<file path="config.mk">
export PLATFORM = sky130hd
export DESIGN_NAME = utf8_to_utf16_transcoder
export DESIGN_NICKNAME = d
export VERILOG_FILES = /design/src/design/u8u16_pkg.sv /design/src/design/u8u16_front.sv /design/src/design/u8u16_queue.sv /design/src/design/u8u16_back.sv /design/src/design/utf8_to_utf16_transcoder.sv
export SDC_FILE = /design/constraint.sdc
export NUM_CORES = 1
export LEC_CHECK = 0
export ABC_AREA = 1
export BUFFER_PORTS_ARGS = -buffer_cell sky130_fd_sc_hd__buf_2
export CORE_MARGIN = 3
export CORE_UTILIZATION = 60
export CTS_CLUSTER_SIZE = 10
export DETAILED_ROUTE_END_ITERATION = 8
export MAX_ROUTING_LAYER = met4
export PLACE_DENSITY_LB_ADDON = 0.3
export SKIP_LAST_GASP = 1
export SLEW_MARGIN = 0
export SYNTH_ARGS = -nofsm -noshare
export SYNTH_HDL_FRONTEND = slang
export SYNTH_HIERARCHICAL = 1
export SYNTH_SLANG_ARGS = --single-unit
</file>
<file path="constraint.sdc">
create_clock -name i_clk -period 13.4 [get_ports i_clk]
set_input_delay 2.01 -clock i_clk [delete_from_list [all_inputs] [get_ports i_clk]]
set_output_delay 2.01 -clock i_clk [all_outputs]
set_load 0.005 [all_outputs]
</file>
<file path="src/design/u8u16_pkg.sv">
package u8u16_pkg;

    // default number of jobs between decoder and unit emitter
    localparam int QUEUE_DEPTH = 4;

    // replacement character for bad input
    localparam logic [15:0] REPL_UNIT = 16'hFFFD;

    // one input beat
    typedef struct packed {
        logic [7:0] byte_value;
        logic       last_byte;
    } t_in_beat;

    // one output beat
    typedef struct packed {
        logic [15:0] code_unit;
        logic        last_unit;
    } t_out_beat;

    // work for one accepted byte: replacements first, then up to two decoded units
    typedef struct packed {
        logic [2:0]  repl_count;
        logic [1:0]  tail_count;
        logic [15:0] tail_first;
        logic [15:0] tail_second;
        logic        last;
    } t_job;

    // job queue status
    typedef struct packed {
        logic full;
        logic empty;
    } t_q_status;

endpackage

</file>
<file path="src/design/u8u16_front.sv">
module u8u16_front (
    input  logic                 i_clk,
    input  logic                 i_rst_n,
    input  logic                 i_valid,
    output logic                 o_ready,
    input  u8u16_pkg::t_in_beat  i_data,
    input  u8u16_pkg::t_q_status i_q_status,
    output logic                 o_push,
    output u8u16_pkg::t_job      o_job
);
    import u8u16_pkg::*;

    localparam logic [7:0]  CONT_MASK    = 8'hC0;
    localparam logic [7:0]  CONT_TAG     = 8'h80;
    localparam logic [7:0]  LEAD2_MASK   = 8'hE0;
    localparam logic [7:0]  LEAD2_TAG    = 8'hC0;
    localparam logic [7:0]  LEAD3_MASK   = 8'hF0;
    localparam logic [7:0]  LEAD3_TAG    = 8'hE0;
    localparam logic [7:0]  LEAD4_MASK   = 8'hF8;
    localparam logic [7:0]  LEAD4_TAG    = 8'hF0;
    localparam logic [7:0]  ASCII_LIMIT  = 8'h80;
    localparam logic [10:0] MIN_2BYTE    = 11'h080;
    localparam logic [15:0] MIN_3BYTE    = 16'h0800;
    localparam logic [15:0] SURR_FIRST   = 16'hD800;
    localparam logic [15:0] SURR_LAST    = 16'hDFFF;
    localparam logic [15:0] HI_SURR_BASE = 16'hD800;
    localparam logic [15:0] LO_SURR_BASE = 16'hDC00;
    localparam logic [20:0] SUPP_BASE    = 21'h010000;
    localparam logic [20:0] CP_MAX       = 21'h10FFFF;

    // sequence length announced by a lead byte, zero when not a lead
    function automatic logic [2:0] lead_len(input logic [7:0] b);
        logic [2:0] len;
        len = 3'd0;
        if ((b & LEAD2_MASK) == LEAD2_TAG) len = 3'd2;
        else if ((b & LEAD3_MASK) == LEAD3_TAG) len = 3'd3;
        else if ((b & LEAD4_MASK) == LEAD4_TAG) len = 3'd4;
        return len;
    endfunction

    logic [23:0] r_held_bytes, n_held_bytes;
    logic [1:0]  r_held_count, n_held_count;
    logic        w_accept;
    logic [7:0]  w_byte;
    logic        w_last;
    logic        w_cont;
    logic [2:0]  w_need;
    logic [2:0]  w_cnt_inc;
    logic [5:0]  w_b1, w_b2, w_b3;
    logic [10:0] w_cp2;
    logic [15:0] w_cp3;
    logic [20:0] w_cp4;
    logic [20:0] w_cp4_off;
    t_job        w_job;

    assign o_ready  = !i_q_status.full;
    assign w_accept = i_valid && o_ready;
    assign w_byte   = i_data.byte_value;
    assign w_last   = i_data.last_byte;

    // continuation test and sequence assembly
    assign w_cont    = (w_byte & CONT_MASK) == CONT_TAG;
    assign w_need    = lead_len(r_held_bytes[7:0]);
    assign w_cnt_inc = {1'b0, r_held_count} + 3'd1;
    assign w_b1      = (r_held_count == 2'd1) ? w_byte[5:0] : r_held_bytes[13:8];
    assign w_b2      = (r_held_count == 2'd2) ? w_byte[5:0] : r_held_bytes[21:16];
    assign w_b3      = w_byte[5:0];
    assign w_cp2     = {r_held_bytes[4:0], w_b1};
    assign w_cp3     = {r_held_bytes[3:0], w_b1, w_b2};
    assign w_cp4     = {r_held_bytes[2:0], w_b1, w_b2, w_b3};
    assign w_cp4_off = w_cp4 - SUPP_BASE;

    // classify the byte and build its job
    always_comb begin
        w_job        = '0;
        w_job.last   = w_last;
        n_held_bytes = r_held_bytes;
        n_held_count = r_held_count;
        if (r_held_count != 2'd0 && w_cont) begin
            if (w_need == 3'd0 || w_cnt_inc > w_need) begin
                w_job.repl_count = w_cnt_inc;
                n_held_bytes     = '0;
                n_held_count     = '0;
            end else if (w_cnt_inc == w_need) begin
                n_held_bytes = '0;
                n_held_count = '0;
                unique case (w_need)
                    3'd2: begin
                        if (w_cp2 < MIN_2BYTE) begin
                            w_job.repl_count = 3'd2;
                        end else begin
                            w_job.tail_count = 2'd1;
                            w_job.tail_first = {5'd0, w_cp2};
                        end
                    end
                    3'd3: begin
                        if (w_cp3 < MIN_3BYTE || (w_cp3 >= SURR_FIRST && w_cp3 <= SURR_LAST)) begin
                            w_job.repl_count = 3'd3;
                        end else begin
                            w_job.tail_count = 2'd1;
                            w_job.tail_first = w_cp3;
                        end
                    end
                    3'd4: begin
                        if (w_cp4 < SUPP_BASE || w_cp4 > CP_MAX) begin
                            w_job.repl_count = 3'd4;
                        end else begin
                            w_job.tail_count  = 2'd2;
                            w_job.tail_first  = HI_SURR_BASE + {6'd0, w_cp4_off[19:10]};
                            w_job.tail_second = LO_SURR_BASE + {6'd0, w_cp4_off[9:0]};
                        end
                    end
                    default: begin
                        w_job.repl_count = w_cnt_inc;
                    end
                endcase
            end else if (w_last) begin
                w_job.repl_count = w_cnt_inc;
                n_held_bytes     = '0;
                n_held_count     = '0;
            end else begin
                unique case (r_held_count)
                    2'd1:    n_held_bytes[15:8]  = w_byte;
                    2'd2:    n_held_bytes[23:16] = w_byte;
                    default: n_held_bytes        = r_held_bytes;
                endcase
                n_held_count = w_cnt_inc[1:0];
            end
        end else begin
            // flush a broken sequence, then decode the byte afresh
            w_job.repl_count = {1'b0, r_held_count};
            n_held_bytes     = '0;
            n_held_count     = '0;
            if (w_byte < ASCII_LIMIT) begin
                w_job.tail_count = 2'd1;
                w_job.tail_first = {8'd0, w_byte};
            end else if (lead_len(w_byte) == 3'd0 || w_last) begin
                w_job.repl_count = w_job.repl_count + 3'd1;
            end else begin
                n_held_bytes = {16'd0, w_byte};
                n_held_count = 2'd1;
            end
        end
    end

    assign o_job  = w_job;
    assign o_push = w_accept && (w_job.repl_count != 3'd0 || w_job.tail_count != 2'd0);

    // held sequence state
    always_ff @(posedge i_clk) begin
        if (!i_rst_n) begin
            r_held_bytes <= '0;
            r_held_count <= '0;
        end else if (w_accept) begin
            r_held_bytes <= n_held_bytes;
            r_held_count <= n_held_count;
        end
    end

endmodule

</file>
<file path="src/design/u8u16_queue.sv">
module u8u16_queue #(
    parameter int DEPTH = u8u16_pkg::QUEUE_DEPTH
) (
    input  logic                 i_clk,
    input  logic                 i_rst_n,
    input  logic                 i_push,
    input  u8u16_pkg::t_job      i_job,
    input  logic                 i_pop,
    output u8u16_pkg::t_job      o_job,
    output u8u16_pkg::t_q_status o_status
);
    import u8u16_pkg::*;

    localparam int PTR_W = $clog2(DEPTH);
    localparam int CNT_W = $clog2(DEPTH + 1);

    t_job             r_slots [DEPTH];
    logic [PTR_W-1:0] r_wr_ptr, r_rd_ptr;
    logic [CNT_W-1:0] r_count;
    logic             w_push, w_pop;

    assign o_status.full  = r_count == CNT_W'(DEPTH);
    assign o_status.empty = r_count == '0;
    assign w_push = i_push && !o_status.full;
    assign w_pop  = i_pop && !o_status.empty;
    assign o_job  = r_slots[r_rd_ptr];

    // slot storage
    always_ff @(posedge i_clk) begin
        if (w_push) begin
            r_slots[r_wr_ptr] <= i_job;
        end
    end

    // pointers and fill count
    always_ff @(posedge i_clk) begin
        if (!i_rst_n) begin
            r_wr_ptr <= '0;
            r_rd_ptr <= '0;
            r_count  <= '0;
        end else begin
            if (w_push) begin
                r_wr_ptr <= (r_wr_ptr == PTR_W'(DEPTH - 1)) ? '0 : r_wr_ptr + 1'b1;
            end
            if (w_pop) begin
                r_rd_ptr <= (r_rd_ptr == PTR_W'(DEPTH - 1)) ? '0 : r_rd_ptr + 1'b1;
            end
            if (w_push && !w_pop) begin
                r_count <= r_count + 1'b1;
            end else if (w_pop && !w_push) begin
                r_count <= r_count - 1'b1;
            end
        end
    end

endmodule

</file>
<file path="src/design/u8u16_back.sv">
module u8u16_back (
    input  logic                 i_clk,
    input  logic                 i_rst_n,
    input  u8u16_pkg::t_job      i_job,
    input  u8u16_pkg::t_q_status i_q_status,
    output logic                 o_pop,
    output logic                 o_valid,
    input  logic                 i_ready,
    output u8u16_pkg::t_out_beat o_data
);
    import u8u16_pkg::*;

    function automatic logic [2:0] w_job_total(input t_job job);
        return job.repl_count + {1'b0, job.tail_count};
    endfunction

    logic [1:0]  r_idx;
    logic        r_valid;
    t_out_beat   r_data;
    logic        w_load;
    logic [2:0]  w_total;
    logic [2:0]  w_pos;
    logic        w_final;
    logic [15:0] w_unit;

    // position within the head job
    assign w_total = w_job_total(i_job);
    assign w_pos   = {1'b0, r_idx};
    assign w_final = w_pos == (w_total - 3'd1);
    assign w_load  = !i_q_status.empty && (!r_valid || i_ready);
    assign o_pop   = w_load && w_final;

    // replacements go out first, then the decoded units
    always_comb begin
        if (w_pos < i_job.repl_count) begin
            w_unit = REPL_UNIT;
        end else if (w_pos == i_job.repl_count) begin
            w_unit = i_job.tail_first;
        end else begin
            w_unit = i_job.tail_second;
        end
    end

    // output register and unit counter
    always_ff @(posedge i_clk) begin
        if (!i_rst_n) begin
            r_valid <= 1'b0;
            r_idx   <= '0;
        end else if (w_load) begin
            r_valid <= 1'b1;
            r_idx   <= w_final ? 2'd0 : r_idx + 2'd1;
        end else if (i_ready) begin
            r_valid <= 1'b0;
        end
    end

    always_ff @(posedge i_clk) begin
        if (w_load) begin
            r_data.code_unit <= w_unit;
            r_data.last_unit <= i_job.last && w_final;
        end
    end

    assign o_valid = r_valid;
    assign o_data  = r_data;

endmodule

</file>
<file path="src/design/utf8_to_utf16_transcoder.sv">
// the units of a byte pass through the job queue, then the unit emitter's output register
// throughput: one byte per cycle in, one code unit per cycle out while i_ready is high; a byte may make up to
//   four units, and the input stalls once the job queue of QUEUE_DEPTH entries is full
// the output rate is set by the single output register of the unit emitter
// reset: synchronous active low; clears the held sequence, the job queue and output valid
module utf8_to_utf16_transcoder #(
    parameter int QUEUE_DEPTH = u8u16_pkg::QUEUE_DEPTH
) (
    input  logic                 i_clk,
    input  logic                 i_rst_n,
    input  logic                 i_valid,
    output logic                 o_ready,
    input  u8u16_pkg::t_in_beat  i_data,
    output logic                 o_valid,
    input  logic                 i_ready,
    output u8u16_pkg::t_out_beat o_data
);
    import u8u16_pkg::*;

    logic      w_push, w_pop;
    t_job      w_push_job, w_head_job;
    t_q_status w_q_status;

    // byte decoder
    u8u16_front u_front (
        .i_clk      (i_clk),
        .i_rst_n    (i_rst_n),
        .i_valid    (i_valid),
        .o_ready    (o_ready),
        .i_data     (i_data),
        .i_q_status (w_q_status),
        .o_push     (w_push),
        .o_job      (w_push_job)
    );

    // job queue
    u8u16_queue #(
        .DEPTH (QUEUE_DEPTH)
    ) u_queue (
        .i_clk    (i_clk),
        .i_rst_n  (i_rst_n),
        .i_push   (w_push),
        .i_job    (w_push_job),
        .i_pop    (w_pop),
        .o_job    (w_head_job),
        .o_status (w_q_status)
    );

    // unit emitter
    u8u16_back u_back (
        .i_clk      (i_clk),
        .i_rst_n    (i_rst_n),
        .i_job      (w_head_job),
        .i_q_status (w_q_status),
        .o_pop      (w_pop),
        .o_valid    (o_valid),
        .i_ready    (i_ready),
        .o_data     (o_data)
    );

`ifndef SYNTHESIS
    // a job never goes into a full queue
    a_no_overflow: assert property (@(posedge i_clk) disable iff (!i_rst_n)
        w_push |-> !w_q_status.full)
        else $error("job pushed into full queue");

    // the emitter never takes a job from an empty queue
    a_no_underflow: assert property (@(posedge i_clk) disable iff (!i_rst_n)
        w_pop |-> !w_q_status.empty)
        else $error("job popped from empty queue");

    // a final byte always makes at least one unit
    a_last_emits: assert property (@(posedge i_clk) disable iff (!i_rst_n)
        (i_valid && o_ready && i_data.last_byte) |-> w_push)
        else $error("final byte produced no job");
`endif

endmodule

</file>
---- Word level (Yosys, flattened, before mapping) ----
Memories as Yosys holds them, arrays and structs flattened. A register that Yosys moved wholly into a read port is not among the register bits.
Cells that the tools add are included.
word-level totals
  register bits after elaboration ......... 49
  bits in writable memories ............... 152
  input bits .............................. 13
  output and inout port bits .............. 19
  logic and storage cells ................. 141
  memories kept ........................... 1
operators by class
  $add $sub $neg .......................... 11
  $lt $le $gt $ge ......................... 9
  equal/unequal tests ..................... 21
  mux-type cells .......................... 55
  reductions and logical operators ........ 33
memory list
  memory           depth  width  read ports  clocked after Yosys merged registers in  write ports  line               RTL
  u_queue.r_slots  4      38     1           1                                        1            u8u16_queue.sv:17  t_job r_slots [DEPTH];
operator list
  operator                  count
  $mux W22                  5
  $mux W34                  3
  $pmux W18 S3              1
  $mux W17                  3
  $mux W16                  3
  $mux W3                   16
  $add A15 B11 Y16 const A  2
  $mux W2                   12
  $gt A21 B21 Y1 const B    1
  $lt A21 B17 Y1 const B    1
  $mux W21                  1
  $sub A20 B17 Y20 const B  1
  $mux W6                   3
  $ge A16 B16 Y1 const B    1
  $le A16 B16 Y1 const B    1
  $lt A16 B12 Y1 const B    1
  $mux W8                   2
  $eq A3 B3 Y1 const B      4
  $logic_and A1 B1 Y1       11
  $lt A11 B8 Y1 const B     1
  $eq A5 B5 Y1 const B      2
  $ne A5 B4 Y1 const B      2
  $logic_not A3 Y1          3
  $pmux W3 S3               1
  other kinds (21)          48

---- Longest topological paths before layout ----
  word-level depth ........................ 19
  mapped depth ............................ 26
  mapped depth without buffers ............ 25

---- Modules after synthesis ----
The synthesis kept the hierarchy.
by module, submodules not included
  module       instances  cells an instance  area each (sq um)  seq. area each (sq um)
  u8u16_queue  1          440                6139.6             4744.6
  u8u16_front  1          349                2150.8             440.4
  u8u16_back   1          125                1097.3             570.5

---- Worst setup path before layout ----
No wires, ideal clock.
  kind .................................... input port to flip-flop
  start point ............................. in i_data[8] in the netlist's numbering
  end point ............................... mem u_queue/r_slots[0][0] in the netlist's numbering (enable)
  library setup time ...................... 0.433 ns
  arrival ................................. 5.041 ns
  path slack .............................. 7.926 ns
  stages .................................. 13
  buffers on the path ..................... 1
  path through ............................ buf_4 -> inv_2 -> nor2_2 -> nand2_2 -> nor2_8 -> inv_2 -> nor2_8 -> nor2_1 -> nand2_1 -> nor2_1 -> a21oi_1 -> nand2_1 -> nor2_1
between the ends
  longest elaborated chain between the ends .. 17
  elaborated cells on any way between the ends .. 24
ends and longest elaborated chain
  item                             line                            RTL
  start, declared                  utf8_to_utf16_transcoder.sv:13  input u8u16_pkg::t_in_beat i_data,
  $eq A5 B5 Y1                     u8u16_front.sv:37               else if ((b & LEAD4_MASK) == LEAD4_TAG) len = 3'd4;
  $mux W3                          u8u16_front.sv:37
  $mux W3                          u8u16_front.sv:36               else if ((b & LEAD3_MASK) == LEAD3_TAG) len = 3'd3;
  $mux W3                          u8u16_front.sv:35               if ((b & LEAD2_MASK) == LEAD2_TAG) len = 3'd2;
  $mux W3                          u8u16_front.sv:134              if (w_byte < ASCII_LIMIT) begin
  $mux W3                          u8u16_front.sv:79               if (r_held_count != 2'd0 && w_cont) begin
  $logic_not A3 Y1                 u8u16_front.sv:137              end else if (lead_len(w_byte) == 3'd0 || w_last) begin
  $logic_or A1 B1 Y1               u8u16_front.sv:137
  [2 not listed]                   --
  $mux W21 *                       u8u16_front.sv:79
  $reduce_bool A3 Y1               u8u16_front.sv:147              assign o_push = w_accept && (w_job.repl_count != 3'd0 || w_job.tail_count != 2'd0);
  $logic_or A1 B1 Y1 *             u8u16_front.sv:147
  $logic_and A1 B1 Y1 *            u8u16_front.sv:147
  net w_push                       utf8_to_utf16_transcoder.sv:20  logic w_push, w_pop;
  $logic_and A1 B1 Y1 *            u8u16_queue.sv:24               assign w_push = i_push && !o_status.full;
  $mux W1 *                        u8u16_queue.sv:30               if (w_push) begin
  $mux W1 (not written as such) *  u8u16_queue.sv:31               r_slots[r_wr_ptr] <= i_job;
  end, declared                    u8u16_queue.sv:17
Mark *: on every way through the listed nets, which the timed path passes. The rest lies on a longest branch. The select of a mux whose other input is x is not followed.

---- Worst setup path after layout ----
  start point ............................. in i_data[8] in the netlist's numbering
  end point ............................... reg u_queue.r_count[2]
between the ends
  longest elaborated chain between the ends .. 18
  elaborated cells on any way between the ends .. 27
ends and longest elaborated chain
  item                                 line                            RTL
  $eq A5 B5 Y1                         u8u16_front.sv:37
  $mux W3                              u8u16_front.sv:37
  $mux W3                              u8u16_front.sv:36
  $mux W3                              u8u16_front.sv:35
  $mux W3                              u8u16_front.sv:134
  $mux W3                              u8u16_front.sv:79
  $logic_not A3 Y1                     u8u16_front.sv:137
  $logic_or A1 B1 Y1                   u8u16_front.sv:137
  [4 not listed]                       --
  $logic_or A1 B1 Y1 *                 u8u16_front.sv:147
  $logic_and A1 B1 Y1 *                u8u16_front.sv:147
  net w_push                           utf8_to_utf16_transcoder.sv:20
  $logic_and A1 B1 Y1 *                u8u16_queue.sv:24
  net u_queue.w_push                   u8u16_queue.sv:20               logic w_push, w_pop;
  $logic_not A1 Y1                     u8u16_queue.sv:50               end else if (w_pop && !w_push) begin
  $logic_and A1 B1 Y1                  u8u16_queue.sv:50
  $reduce_bool A2 Y1 (no source line)  --
  end signal, assigned                 u8u16_queue.sv:49               r_count <= r_count + 1'b1;
  end signal, assigned                 u8u16_queue.sv:51               r_count <= r_count - 1'b1;
  end, declared                        u8u16_queue.sv:19               logic [CNT_W-1:0] r_count;
Marks and branches as above.
A chain may end at the register's enable or synchronous reset.

==> reports/results.txt <==
Final setup viols - 0
H-tree Lvls - 1
Core Area - 15260 um^2
Worst-Margin Slew - 835.7 ps
Die Ht - 131.1 um
Post-synth top cells - edfxtp_1 (169), nand2_1 (155), nor2_1 (131)
Leakage - 3.829 nW
Pins Over Slew Limit - 0
Post-CTS setup buffers - 0
Ports - 32
Via count - 6554
Worst Hold Class - reg2reg
Req. time, crit path - 13830 ps
Gr usage total - 0.2441
Storage cell area - 5757 um^2
Drt first pass iters - 5
Pwr Total - 2.112 mW
Number of global-route vias before repair - 6012
CTS tree - yes
Critical path, cell by cell - buf_2 > inv_2 > nor2_2 > nand2_2 > nor2_8 > inv_2 > nor2_8 > nor2_1 > nand2_1 > nor2_1 > a21oi_1 > nand2_1 > inv_1 > ha_1 > inv_1 > fa_1 > nand2_1 > nand3_1 > nand2_1 > inv_1 > nor2_1
Die width - 131.1 um
Cell repeated most along the worst path - nand2_1
Worst vdd ir - 0.0001282 V
DR WL/cell - 17.18 um
Cell taking the most area after synthesis - edfxtp_1
Synth cell types - 46
CP max stage cell - fa_1
Initial core utilization - 0.6153
Peak fanout along the critical path - 27
Syn_area_per_cell - 10.27 um^2
Row count - 45
Synth Flop Type - edfxtp_1
Post-Syn Nets - 946
Critical Setup Path Class - in2reg
Clock skew - 20.21 ps
Number of warning messages in the yosys log - 6
Slew margin rel. - 0.4408
Async set-reset flop share out of synthesis - 0
Crit end category - flip-flop
Post-detailed-routing wire length - 20.05 mm
Final setup TNS - 0 ps
Hpwl dp - 12.73 mm
CTS Buffer Depth - 3
RSZ-0062 raised after global routing - false
Number of enable flip-flop cells after synthesis - 169
Top-count cell post-synth - edfxtp_1
Fillers - 1136
Drt drc - 0
Area share of the largest cell type after synthesis - 0.5406
Nets - 970
Antenna violations before repair - 0
Largest net degree at the start of global routing - 78
Detail Route Antenna Nets - 0
Fmax - 0.2101 GHz
Syn Inst Count - 914
Period minus WS final - 4759 ps
Max incr delay on CP - 380 ps
Seq cells post-synth - 203
CTS Hold Bufs - 0
Outcome - finished clean
Full die area - 17180 um^2
Area taken by multi-input logic gates - 3032 um^2
Post_cts resized - 0
Register area share after synthesis - 0.6131
Fin. Hold Viols - 0
Clock transition at path regs - 50 ps
Global-route wire length before repair - 31.36 mm
Routability congestion estimate - 0.9622
Clk Latency, worst-skew pair - 520 ps
Layout area overhead - 9.929%
Final period util - 0.3551
Sink Count - 203
Share of layout cells above drive strength 1 - 0.1276
Number of port buffers - 31
DRT iter0 DRCs - 571
CTS buffer count - 24
Vias per cell - 5.616
Grt total ovfl - 0
Crit path DAT - 5190 ps
Ranking of synthesized cells by area - edfxtp_1 (54%), dfxtp_1 (7.3%), nand2_1 (6.2%)
Root Buffer - clkbuf_16
Pwr dens - 204.7 nW/um^2
Count of antenna diodes in the layout - 0
Critical Path Source Type - input port
Util after Layout - 0.6763
Mapped Area - 9388 um^2
Max cap viols - 0
## stage by stage
step | instances | hold WS, ps | cell area [um^2] | setup WS [ps]
5_1_grt | 1167 | 484.8 | 10320 | 8204
6_report | 1167 | 462.0 | 10320 | 8641
3_5_place_dp | 1123 | 456.3 | 9604 | 8110
3_3_place_gp | 1123 | 447.0 | 9604 | 8284
2_1_floorplan | 914 | 435.7 | 9388 | 7926
4_1_cts | 1167 | 463.3 | 10320 | 8637
## power breakdown
group	total, mW	internal, mW	switching (mW)
combinational	0.681	0.206	0.476
clock	0.590	0.355	0.235
sequential	0.841	0.812	0.0293
## cells by family (layout without fill, tap and decap cells)
kind of cell | after synthesis | after routing | share of synthesized area
buffers and inverters | 129 | 171 | 0.06717
DFF | 203 | 203 | 0.6131
other | 1 | 1 | 0.0003995
and+or+nand+nor | 366 | 366 | 0.1745
xor gates and xnor gates | 1 | 1 | 0.0009331
adders and majority gates | 19 | 19 | 0.02612
AOI/OAI and AO/OA | 195 | 195 | 0.1178
## layout make-up
type,instances,area share
Inverter,89,0.03334
Clock buffer,41,0.06438
Tap cell,211,0.02558
Multi-Input combinational cell,582,0.2938
Timing Repair Buffer,38,0.02013
Clock inverter,3,0.004971
Sequential cell,203,0.5578
## layout by cell type, fill, tap and decap left out, types with 2 or more instances in the layout
| cell | n |
|---|---|
| nand4_1 | 2 |
| nand3_2 | 2 |
| buf_2 | 31 |
| nand2_2 | 14 |
| o21ai_1 | 9 |
| a21oi_1 | 24 |
| nand3_4 | 2 |
| nor2_1 | 127 |
| buf_4 | 7 |
| nand3_1 | 43 |
| clkbuf_1 | 17 |
| dfxtp_1 | 33 |
| o22ai_1 | 45 |
| inv_1 | 77 |
| nand2_4 | 2 |
| a31oi_1 | 3 |
| clkbuf_16 | 24 |
| nor2_8 | 4 |
| ha_1 | 18 |
| nor2_4 | 5 |
| a21oi_2 | 6 |
| a22oi_1 | 2 |
| inv_2 | 9 |
| nor2_2 | 5 |
| nand2_1 | 155 |
| edfxtp_1 | 169 |
| o21ai_0 | 99 |
## state kept, by name (all words and copies together) (netlist names), named ones only
| name | flops |
|---|---|
| u_front/r_held_count | 2 |
| u_queue/r_count | 3 |
| u_queue/r_slots | 152 |
| u_queue/r_wr_ptr | 2 |
| u_back/o_data | 17 |
| u_back/r_idx | 2 |
| u_back/o_valid | 1 |
| u_front/r_held_bytes | 20 |
| u_queue/r_rd_ptr | 2 |
## critical path, delay by kind of cell
kind                       cells  cell delay [ps]
and+or+nand+nor               12             1670
buffers and inverters          6              650
adders and majority gates      2              550
AOI/OAI and AO/OA              1              300
## routing by layer
| metal | vias to the layer above | wire (um) | track usage |
|---|---|---|---|
| met2 | 258 | 9608 | 0.3901 |
| met3 | 55 | 1457 | 0.04214 |
| met5 | - | 0 | - |
| met4 | 0 | 616 | 0.08046 |
| li1 | 3186 | - | - |
| met1 | 3055 | 8363 | 0.3210 |
## path summary, 6_finish.rpt
path / start / to / slack [ps] / cells after the start
worst min-delay path: u_front/r_held_bytes[20] / u_front/r_held_bytes[20] / 460 / 2
worst min register to register: u_front/r_held_bytes[20] / u_front/r_held_bytes[20] / 460 / 2
worst max register to register: u_front/r_held_count[0] / u_queue/r_count[2] / 9060 / 23
worst max-delay path: i_data[8] / u_queue/r_count[2] / 8640 / 21
Power figures use the tool's default switching activity.
